$ cat config.mk
export PLATFORM = sky130hd
export DESIGN_NAME = i2c_bus_recovery_sequencer_top
export DESIGN_NICKNAME = d
export VERILOG_FILES = /design/src/rtl/i2cbr_pkg.sv /design/src/rtl/i2cbr_cfg_regs.sv /design/src/rtl/i2cbr_seq_core.sv /design/src/rtl/i2cbr_out_skid.sv /design/src/rtl/i2c_bus_recovery_sequencer_top.sv
export SDC_FILE = /design/constraint.sdc
export NUM_CORES = 1
export LEC_CHECK = 0
export BUFFER_PORTS_ARGS = -buffer_cell sky130_fd_sc_hd__buf_2
export CORE_MARGIN = 3
export CORE_UTILIZATION = 50
export CTS_CLUSTER_SIZE = 14
export DETAILED_ROUTE_END_ITERATION = 8
export PLACE_DENSITY = 0.7
export SLEW_MARGIN = 15
export SYNTH_ARGS = -nofsm -noshare
export SYNTH_HDL_FRONTEND = slang
export SYNTH_SLANG_ARGS = --single-unit
$ cat constraint.sdc
create_clock -name clk -period 4 [get_ports clk]
set_clock_uncertainty 0.05 [all_clocks]
set_input_delay 0.8 -clock clk [delete_from_list [all_inputs] [get_ports clk]]
set_output_delay 0.8 -clock clk [all_outputs]
set_load 0.02 [all_outputs]
$ cat src/rtl/i2cbr_pkg.sv
// ----------------------------------------------------------------------------
// i2cbr_pkg
// Shared types and constants of the I2C bus-clear recovery sequencer.
// ----------------------------------------------------------------------------
package i2cbr_pkg;

  localparam int TIMER_BITS_DEFAULT = 24;

  // Register indexes, taken from paddr[4:2].
  localparam logic [2:0] REG_INIT_WAIT   = 3'd0;
  localparam logic [2:0] REG_HALF_PERIOD = 3'd1;
  localparam logic [2:0] REG_POLL_TICKS  = 3'd2;
  localparam logic [2:0] REG_MAX_PULSES  = 3'd3;
  localparam logic [2:0] REG_MAX_POLLS   = 3'd4;

  localparam logic [23:0] INIT_WAIT_RESET   = 24'd2500000;
  localparam logic [15:0] HALF_PERIOD_RESET = 16'd10;
  localparam logic [23:0] POLL_TICKS_RESET  = 24'd100000;
  localparam logic [4:0]  MAX_PULSES_RESET  = 5'd20;
  localparam logic [4:0]  MAX_POLLS_RESET   = 5'd20;

  // Completion status codes.
  localparam logic [1:0] ST_OK              = 2'd0;
  localparam logic [1:0] ST_SCL_STUCK       = 2'd1;
  localparam logic [1:0] ST_STRETCH_TIMEOUT = 2'd2;
  localparam logic [1:0] ST_SDA_STUCK       = 2'd3;

  localparam int IN_BITS  = 8;
  localparam int OUT_BITS = 8;

  typedef struct packed {
    logic [23:0] init_wait_ticks;
    logic [15:0] half_period_ticks;
    logic [23:0] stretch_poll_ticks;
    logic [4:0]  max_pulses;
    logic [4:0]  max_stretch_polls;
  } cfg_t;

  typedef struct packed {
    logic [1:0] status;
    logic       done_res;
    logic       busy_res;
    logic       pullups_on;
    logic       sda_drive_low;
    logic       scl_drive_low;
  } result_t;

endpackage

$ cat src/rtl/i2cbr_cfg_regs.sv
// ----------------------------------------------------------------------------
// i2cbr_cfg_regs
// APB register file holding the timing and retry limits of the sequencer.
// ----------------------------------------------------------------------------
module i2cbr_cfg_regs (
  input  logic                clk,
  input  logic                rst,
  input  logic                psel,
  input  logic                penable,
  input  logic                pwrite,
  input  logic [4:0]          paddr,
  input  logic [31:0]         pwdata,
  output logic [31:0]         prdata,
  output logic                pready,
  output i2cbr_pkg::cfg_t     cfg
);
  import i2cbr_pkg::*;

  logic       wr_en;
  logic [2:0] idx;

  assign pready = 1'b1;
  assign wr_en  = psel & penable & pwrite & pready;
  assign idx    = paddr[4:2];

  always_ff @(posedge clk) begin
    if (rst) begin
      cfg.init_wait_ticks    <= INIT_WAIT_RESET;
      cfg.half_period_ticks  <= HALF_PERIOD_RESET;
      cfg.stretch_poll_ticks <= POLL_TICKS_RESET;
      cfg.max_pulses         <= MAX_PULSES_RESET;
      cfg.max_stretch_polls  <= MAX_POLLS_RESET;
    end else if (wr_en) begin
      unique case (idx)
        REG_INIT_WAIT:   cfg.init_wait_ticks    <= pwdata[23:0];
        REG_HALF_PERIOD: cfg.half_period_ticks  <= pwdata[15:0];
        REG_POLL_TICKS:  cfg.stretch_poll_ticks <= pwdata[23:0];
        REG_MAX_PULSES:  cfg.max_pulses         <= pwdata[4:0];
        REG_MAX_POLLS:   cfg.max_stretch_polls  <= pwdata[4:0];
        default: ;
      endcase
    end
  end

  always_comb begin
    unique case (idx)
      REG_INIT_WAIT:   prdata = {8'd0, cfg.init_wait_ticks};
      REG_HALF_PERIOD: prdata = {16'd0, cfg.half_period_ticks};
      REG_POLL_TICKS:  prdata = {8'd0, cfg.stretch_poll_ticks};
      REG_MAX_PULSES:  prdata = {27'd0, cfg.max_pulses};
      REG_MAX_POLLS:   prdata = {27'd0, cfg.max_stretch_polls};
      default:         prdata = 32'd0;
    endcase
  end

endmodule

$ cat src/rtl/i2cbr_seq_core.sv
// ----------------------------------------------------------------------------
// i2cbr_seq_core
// Recovery state machine: one tick per accepted transaction, one result each.
// ----------------------------------------------------------------------------
module i2cbr_seq_core #(
  parameter int TIMER_BITS = i2cbr_pkg::TIMER_BITS_DEFAULT
) (
  input  logic                clk,
  input  logic                rst,
  input  i2cbr_pkg::cfg_t     cfg,
  input  logic                tick,
  input  logic                start_request,
  input  logic                scl_level,
  input  logic                sda_level,
  output i2cbr_pkg::result_t  result
);
  import i2cbr_pkg::*;

  localparam logic [2:0] PH_IDLE     = 3'd0;
  localparam logic [2:0] PH_INIT     = 3'd1;
  localparam logic [2:0] PH_PLOW     = 3'd2;
  localparam logic [2:0] PH_PHIGH    = 3'd3;
  localparam logic [2:0] PH_STRETCH  = 3'd4;
  localparam logic [2:0] PH_STARTLOW = 3'd5;
  localparam logic [2:0] PH_STOPHIGH = 3'd6;

  localparam logic [32:0] TIMER_LIM = (33'd1 << TIMER_BITS) - 33'd1;

  // Saturate to the timer width, and treat a zero load as one tick.
  function automatic logic [TIMER_BITS-1:0] timer_load(input logic [23:0] v);
    logic [32:0] ext;
    ext = {9'd0, v};
    if (ext > TIMER_LIM) ext = TIMER_LIM;
    if (ext == 33'd0) ext = 33'd1;
    return ext[TIMER_BITS-1:0];
  endfunction

  logic [2:0]            phase, phase_next;
  logic [TIMER_BITS-1:0] wait_timer, wait_timer_next;
  logic [4:0]            pulses_left, pulses_left_next;
  logic [4:0]            polls_left, polls_left_next;
  logic [1:0]            last_status, last_status_next;
  logic                  fin, do_check, expire;
  logic [1:0]            fin_status;

  always_comb begin
    phase_next       = phase;
    wait_timer_next  = wait_timer;
    pulses_left_next = pulses_left;
    polls_left_next  = polls_left;
    last_status_next = last_status;
    fin              = 1'b0;
    fin_status       = ST_OK;
    do_check         = 1'b0;
    expire           = (wait_timer <= TIMER_BITS'(1));

    if (phase == PH_IDLE) begin
      if (start_request) begin
        phase_next      = PH_INIT;
        wait_timer_next = timer_load(cfg.init_wait_ticks);
      end
    end else if (!expire) begin
      wait_timer_next = wait_timer - TIMER_BITS'(1);
    end else begin
      unique case (phase)
        PH_INIT: begin
          if (!scl_level) begin
            fin        = 1'b1;
            fin_status = ST_SCL_STUCK;
          end else begin
            pulses_left_next = cfg.max_pulses;
            do_check         = 1'b1;
          end
        end
        PH_PLOW: begin
          phase_next      = PH_PHIGH;
          wait_timer_next = timer_load({8'd0, cfg.half_period_ticks});
        end
        PH_PHIGH: begin
          if (scl_level) begin
            do_check = 1'b1;
          end else begin
            polls_left_next = cfg.max_stretch_polls;
            if (cfg.max_stretch_polls == 5'd0) begin
              fin        = 1'b1;
              fin_status = ST_STRETCH_TIMEOUT;
            end else begin
              phase_next      = PH_STRETCH;
              wait_timer_next = timer_load(cfg.stretch_poll_ticks);
            end
          end
        end
        PH_STRETCH: begin
          polls_left_next = polls_left - 5'd1;
          if (scl_level) begin
            do_check = 1'b1;
          end else if (polls_left_next == 5'd0) begin
            fin        = 1'b1;
            fin_status = ST_STRETCH_TIMEOUT;
          end else begin
            wait_timer_next = timer_load(cfg.stretch_poll_ticks);
          end
        end
        PH_STARTLOW: begin
          phase_next      = PH_STOPHIGH;
          wait_timer_next = timer_load({8'd0, cfg.half_period_ticks});
        end
        PH_STOPHIGH: begin
          fin        = 1'b1;
          fin_status = ST_OK;
        end
        default: begin
          phase_next      = PH_IDLE;
          wait_timer_next = '0;
        end
      endcase
    end

    // SDA decision shared by the initial check and the end of each pulse.
    if (do_check) begin
      if (!sda_level) begin
        if (pulses_left_next == 5'd0) begin
          fin        = 1'b1;
          fin_status = ST_SDA_STUCK;
        end else begin
          pulses_left_next = pulses_left_next - 5'd1;
          phase_next       = PH_PLOW;
          wait_timer_next  = timer_load({8'd0, cfg.half_period_ticks});
        end
      end else begin
        phase_next      = PH_STARTLOW;
        wait_timer_next = timer_load({8'd0, cfg.half_period_ticks});
      end
    end

    if (fin) begin
      phase_next       = PH_IDLE;
      wait_timer_next  = '0;
      last_status_next = fin_status;
    end
  end

  always_ff @(posedge clk) begin
    if (rst) begin
      phase       <= PH_IDLE;
      wait_timer  <= '0;
      pulses_left <= 5'd0;
      polls_left  <= 5'd0;
      last_status <= ST_OK;
    end else if (tick) begin
      phase       <= phase_next;
      wait_timer  <= wait_timer_next;
      pulses_left <= pulses_left_next;
      polls_left  <= polls_left_next;
      last_status <= last_status_next;
    end
  end

  always_comb begin
    result.scl_drive_low = (phase_next == PH_PLOW);
    result.sda_drive_low = (phase_next == PH_STARTLOW);
    result.pullups_on    = (phase_next != PH_IDLE);
    result.busy_res      = (phase_next != PH_IDLE);
    result.done_res      = fin;
    result.status        = last_status_next;
  end

endmodule

$ cat src/rtl/i2cbr_out_skid.sv
// ----------------------------------------------------------------------------
// i2cbr_out_skid
// Output register with one skid entry, so input ready does not wait on the
// downstream ready.
// ----------------------------------------------------------------------------
module i2cbr_out_skid #(
  parameter int W = 8
) (
  input  logic         clk,
  input  logic         rst,
  input  logic         in_valid,
  output logic         in_ready,
  input  logic [W-1:0] in_data,
  output logic         out_valid,
  input  logic         out_ready,
  output logic [W-1:0] out_data
);

  logic         skid_valid;
  logic [W-1:0] skid_data;

  assign in_ready = !skid_valid;

  always_ff @(posedge clk) begin
    if (rst) begin
      out_valid  <= 1'b0;
      skid_valid <= 1'b0;
    end else if (out_ready || !out_valid) begin
      if (skid_valid) begin
        out_valid  <= 1'b1;
        skid_valid <= 1'b0;
      end else begin
        out_valid <= in_valid;
      end
    end else if (in_valid && !skid_valid) begin
      skid_valid <= 1'b1;
    end
  end

  always_ff @(posedge clk) begin
    if (out_ready || !out_valid) begin
      out_data <= skid_valid ? skid_data : in_data;
    end else if (in_valid && !skid_valid) begin
      skid_data <= in_data;
    end
  end

endmodule

$ cat src/rtl/i2c_bus_recovery_sequencer_top.sv
// ----------------------------------------------------------------------------
// i2c_bus_recovery_sequencer_top
// I2C bus-clear recovery sequencer with stream channels and an APB port.
// ----------------------------------------------------------------------------
// Each slave-side transaction is one timing tick carrying a start request and
// the sampled SCL and SDA levels. Every tick yields exactly one master-side
// transaction with the line drives, pull-up enable, busy, done and status as
// they stand after that tick.
// Throughput is one tick per clock cycle while the receiver keeps up; the state
// machine updates in the cycle a tick is accepted and the result is presented
// from the output register.
// An output register plus one skid entry separate the channels: while the
// receiver stalls, one further tick is still taken, then s_axis_tready drops
// until the receiver accepts the waiting result. No result is dropped or
// repeated.
// Reset (rst, synchronous) returns the sequencer to idle with status ok and
// loads the register defaults; the output buffer is emptied.
// Registers are at byte addresses 0, 4, 8, 12 and 16: init wait ticks, half
// period ticks, stretch poll ticks, max pulses and max stretch polls. Write
// them only while no tick is in flight.
// ----------------------------------------------------------------------------
module i2c_bus_recovery_sequencer_top #(
  parameter int TIMER_BITS = i2cbr_pkg::TIMER_BITS_DEFAULT
) (
  input  logic                          clk,
  input  logic                          rst,
  input  logic                          s_axis_tvalid,
  output logic                          s_axis_tready,
  // [0] start_request, [1] scl_level, [2] sda_level, [7:3] zero
  input  logic [i2cbr_pkg::IN_BITS-1:0] s_axis_tdata,
  output logic                          m_axis_tvalid,
  input  logic                          m_axis_tready,
  // [0] scl_drive_low, [1] sda_drive_low, [2] pullups_on, [3] busy_res,
  // [4] done_res, [6:5] status, [7] zero
  output logic [i2cbr_pkg::OUT_BITS-1:0] m_axis_tdata,
  input  logic                          psel,
  input  logic                          penable,
  input  logic                          pwrite,
  input  logic [4:0]                    paddr,
  input  logic [31:0]                   pwdata,
  output logic [31:0]                   prdata,
  output logic                          pready
);
  import i2cbr_pkg::*;

  cfg_t          cfg;
  result_t       result;
  logic          tick;
  logic [OUT_BITS-1:0] res_data;

  assign tick     = s_axis_tvalid & s_axis_tready;
  assign res_data = {1'b0, result};

  i2cbr_cfg_regs u_cfg (
    .clk     (clk),
    .rst     (rst),
    .psel    (psel),
    .penable (penable),
    .pwrite  (pwrite),
    .paddr   (paddr),
    .pwdata  (pwdata),
    .prdata  (prdata),
    .pready  (pready),
    .cfg     (cfg)
  );

  i2cbr_seq_core #(
    .TIMER_BITS (TIMER_BITS)
  ) u_core (
    .clk           (clk),
    .rst           (rst),
    .cfg           (cfg),
    .tick          (tick),
    .start_request (s_axis_tdata[0]),
    .scl_level     (s_axis_tdata[1]),
    .sda_level     (s_axis_tdata[2]),
    .result        (result)
  );

  i2cbr_out_skid #(
    .W (OUT_BITS)
  ) u_skid (
    .clk       (clk),
    .rst       (rst),
    .in_valid  (tick),
    .in_ready  (s_axis_tready),
    .in_data   (res_data),
    .out_valid (m_axis_tvalid),
    .out_ready (m_axis_tready),
    .out_data  (m_axis_tdata)
  );

`ifndef ASSERT_OFF
  // A finishing tick always shows the sequencer back at idle.
  a_done_not_busy: assert property (@(posedge clk) disable iff (rst)
    m_axis_tvalid && m_axis_tdata[4] |-> !m_axis_tdata[3] && !m_axis_tdata[2])
    else $error("done with busy or pull-ups still set");

  // The sequencer never drives both lines low at once.
  a_one_line_low: assert property (@(posedge clk) disable iff (rst)
    m_axis_tvalid |-> !(m_axis_tdata[0] && m_axis_tdata[1]))
    else $error("SCL and SDA driven low together");

  // Input back-pressure only arises while a result is waiting.
  a_ready_low_only_full: assert property (@(posedge clk) disable iff (rst)
    !s_axis_tready |-> m_axis_tvalid)
    else $error("input stalled with empty output");

  // Any line drive implies an active sequence.
  a_drive_implies_busy: assert property (@(posedge clk) disable iff (rst)
    m_axis_tvalid && (m_axis_tdata[0] || m_axis_tdata[1]) |-> m_axis_tdata[3])
    else $error("line driven while idle");
`endif

endmodule
==> results by group <==
Logic synthesis
  • Synth Cell Area: 7810 sq um
  • Register area share after synthesis: 0.341
  • Syn avg cell area: 7.62 sq um
  • Mux cell area share after synthesis: 0.0612
  • Simple-gate portion of the synthesized area: 0.310
  • Post-synthesis cell count: 1025
  • Number of synthesized flops with an enable pin: 12
  • Synth Area in Adders: 0.00801
  • Synth Register Bits: 127
  • Predominant post-synthesis flop cell: dfxtp_1
  • Post-synth top area share: 0.295
  • Area leader, netlist: dfxtp_1
  • Warnings from Yosys: 0
  • Largest family of logic cells by synthesized area: simple AND/OR/NAND/NOR gates
  • Asr flop ratio synth: 0
  • Post-synthesis compound-gate area fraction: 0.219
  • Synth unique cells: 79
  • Synth Area in XOR/XNOR: 0.00672
  • Synth area leaders: dfxtp_1 29%, nand2_1 9.8%, a21oi_1 5.7%

GRT
  • GR peak layer: met2
  • Vias in the first global route: 7172
  • M1 GR Usage: 0.394
  • Global route overflow: 0
  • GRT Total Usage: 0.285
  • Met3 Resource Use GR: 0.0549
  • Met2 Use GR: 0.445
  • Largest net degree at the start of global routing: 89
  • Antenna violations before repair: 0
  • First-pass GRT wire length: 38300 microns

Worst hold path
  • Hold endpoint: u_core.pulses_left[0]
  • Min-Delay Path Class: flip-flop to flip-flop
  • WHS Path Cells: 2
  • Hold wc startpoint: u_core.pulses_left[0]

Clocking
  • CTS max path bufs: 2
  • Post-CTS setup buffers: 0
  • Sink Count: 127
  • CTS root buffer: clkbuf_16
  • Post-cts gate resize count: 0
  • Hold-fix buffer count after cts: 0
  • Clk_lat worst skew: 0.44 ns
  • Clk slew on worst S/H paths: 0.06 ns
  • # H-tree levels: 4
  • CTS tree: done
  • CTS Buf Count: 17

Critical path
  • Worst Path Arrival: 3.93 ns
  • R2R Setup Slk: 0.33 ns
  • WP data required: 4.26 ns
  • R2r worst-path depth: 14
  • Origin of the critical flop-to-flop path: u_core.wait_timer[0]
  • Kind of critical path: flip-flop to flip-flop
  • Reg-to-reg endpoint: u_core.wait_timer[2]
  • CP startpoint kind: flip-flop
  • Crit. End Element: flip-flop
  • Largest fanout on the critical path: 10

Timing
  • Tcrit/Tclk final: 0.917
  • Setup violations, final: 0
  • Max Clock Freq: 273 MHz
  • Tmin final: 3.67 ns
  • Max_slew headroom: 0.357
  • WHS: 0.430 ns
  • Slew @ Worst Pin: 0.964 ns
  • Slew Limit Fails: 0
  • Setup TNS: 0 ns
  • Unrepaired setup endpoints after global routing: false
  • Hold Vio Cnt, Final: 0

Floorplanning
  • Chip Width: 131 microns
  • Area of the core: 15300 sq um
  • IO Pins: 95
  • FP Rows: 45
  • Die height: 131 microns
  • Die area: 17200 sq um
  • Initial Util: 0.512

Layout
  • Filler Cell Count: 1425
  • Area growth syn-to-layout: 14.3%
  • FF/Latch Area: 2660 sq um
  • Non-Filler Instances: 1298
  • Multi-input gate area: 4770 sq um
  • Most frequent cells in the layout: 203 x nand2_1, 115 x dfxtp_1, 104 x nor2_1
  • Most common cell after layout, fill and taps aside: nand2_1
  • Layout cells sized above 1: 0.155
  • Utilization after layout: 0.585
  • Diode count: 0
  • Nets: 1132

Power
  • Peak VDD IR: 0.000368 V
  • P_leak: 3.44 nW
  • Power density over the cells: 406 nW/um^2

Job
  • Maxcap violations: 0

Drt
  • Final ANT Viol Nets: 0
  • DR pass1 iterations: 6
  • Routed wire length: 24100 microns
  • Post-route DRC: 0
  • Initial DRC Count: 950
  • Via count: 7966
  • Vias per inst: 6.14
  • Wirelength per Cell: 18.5 microns

Place
  • RePlAce Congestion: 0.980
  • Port bufs: 69
  • DP Cell Count: 1267
  • DPL Wire Length: 16800 microns

Run status
  • Status: finished, final reports clean
-- Yosys cell counts, types with 11 or more instances --
cell / number
nand2_1: 203
dfxtp_1: 115
nor2_1: 105
a21oi_1: 89
clkbuf_1: 50
o21ai_0: 45
mux2i_1: 41
nor3_1: 23
nor4_1: 21
nor2b_1: 19
nand3b_1: 18
nand3_1: 16
buf_4: 14
o31ai_1: 13
a22oi_1: 12
edfxtp_1: 12
or3_1: 12
buf_2: 11
-- critical path, stage by stage, from the launching register on --
cell       delay [ns]
dfxtp_1          0.40
inv_1            0.13
ha_1             0.23
o21ba_2          0.20
nand4_2          0.20
nor4_4           0.48
mux2i_1          0.32
ha_1             0.21
nor2b_1          0.18
o2111ai_1        0.14
and3_1           0.23
o21a_1           0.33
buf_4            0.25
o21ai_0          0.10
a2bb2oi_1        0.08
-- logic make-up after synthesis --
group	count (synthesis)
buffers and inverters	92
AOI/OAI and AO/OA	259
xor gates and xnor gates	6
and+or+nand+nor	487
muxes	47
other	2
adders and majority gates	5
DFF	127
-- power breakdown --
group          internal (mW)  total (mW)  switching (mW)
clock network          0.949        1.56           0.612
registers               1.32        1.37          0.0478
logic                  0.258       0.695           0.437
-- through the flow --
step / total power, mW / area (sq um) / setup WS (ns)
4_1_cts: 3.63 / 8930 / 0.397
3_5_place_dp: 2.08 / 8350 / 0.425
2_1_floorplan: 1.89 / 7850 / 0.463
3_3_place_gp: 2.07 / 8350 / 0.481
5_1_grt: 3.76 / 8930 / 0.124
6_report: 3.63 / 8930 / 0.331
-- how the worst max path moves through the flow --
stage	startpoint	slack, ns	cells past startpoint	to
3_3_place_gp	u_core.wait_timer[0]	0.48	14	u_core.wait_timer[3]
5_1_grt	u_core.wait_timer[0]	0.12	14	u_core.wait_timer[16]
3_5_place_dp	u_core.wait_timer[0]	0.43	14	u_core.wait_timer[2]
4_1_cts	u_core.wait_timer[0]	0.40	14	u_core.wait_timer[2]
6_report	u_core.wait_timer[0]	0.33	14	u_core.wait_timer[2]
2_1_floorplan	s_axis_tdata[1]	0.46	13	u_core.phase[0]
-- sequential cells by signal (all words and copies together), names as in the netlist --
register,flops
u_skid.out_valid,1
u_core.pulses_left,5
u_skid.out_data,6
u_core.wait_timer,24
u_skid.skid_valid,1
u_core.phase,3
u_skid.skid_data,6
u_core.last_status,2
u_core.polls_left,5
u_cfg.cfg,74
-- per-layer routing --
metal,up-vias,part of all wire,wire length (microns)
met2,380,0.46,11000
li1,3800,-,-
met3,50,0.077,1860
met1,3736,0.44,10600
met5,-,0,0
met4,0,0.024,588
-- final cells by class --
cell class                      instances  area share
Timing Repair Buffer                  104      0.0681
Clock buffer                           18      0.0504
Sequential cell                       127       0.298
Clock inverter                         13      0.0151
Inverter                               11     0.00462
Tap cell                              211      0.0296
Multi-Input combinational cell        814       0.534
No activity file was read; power rests on OpenSTA's default activity.
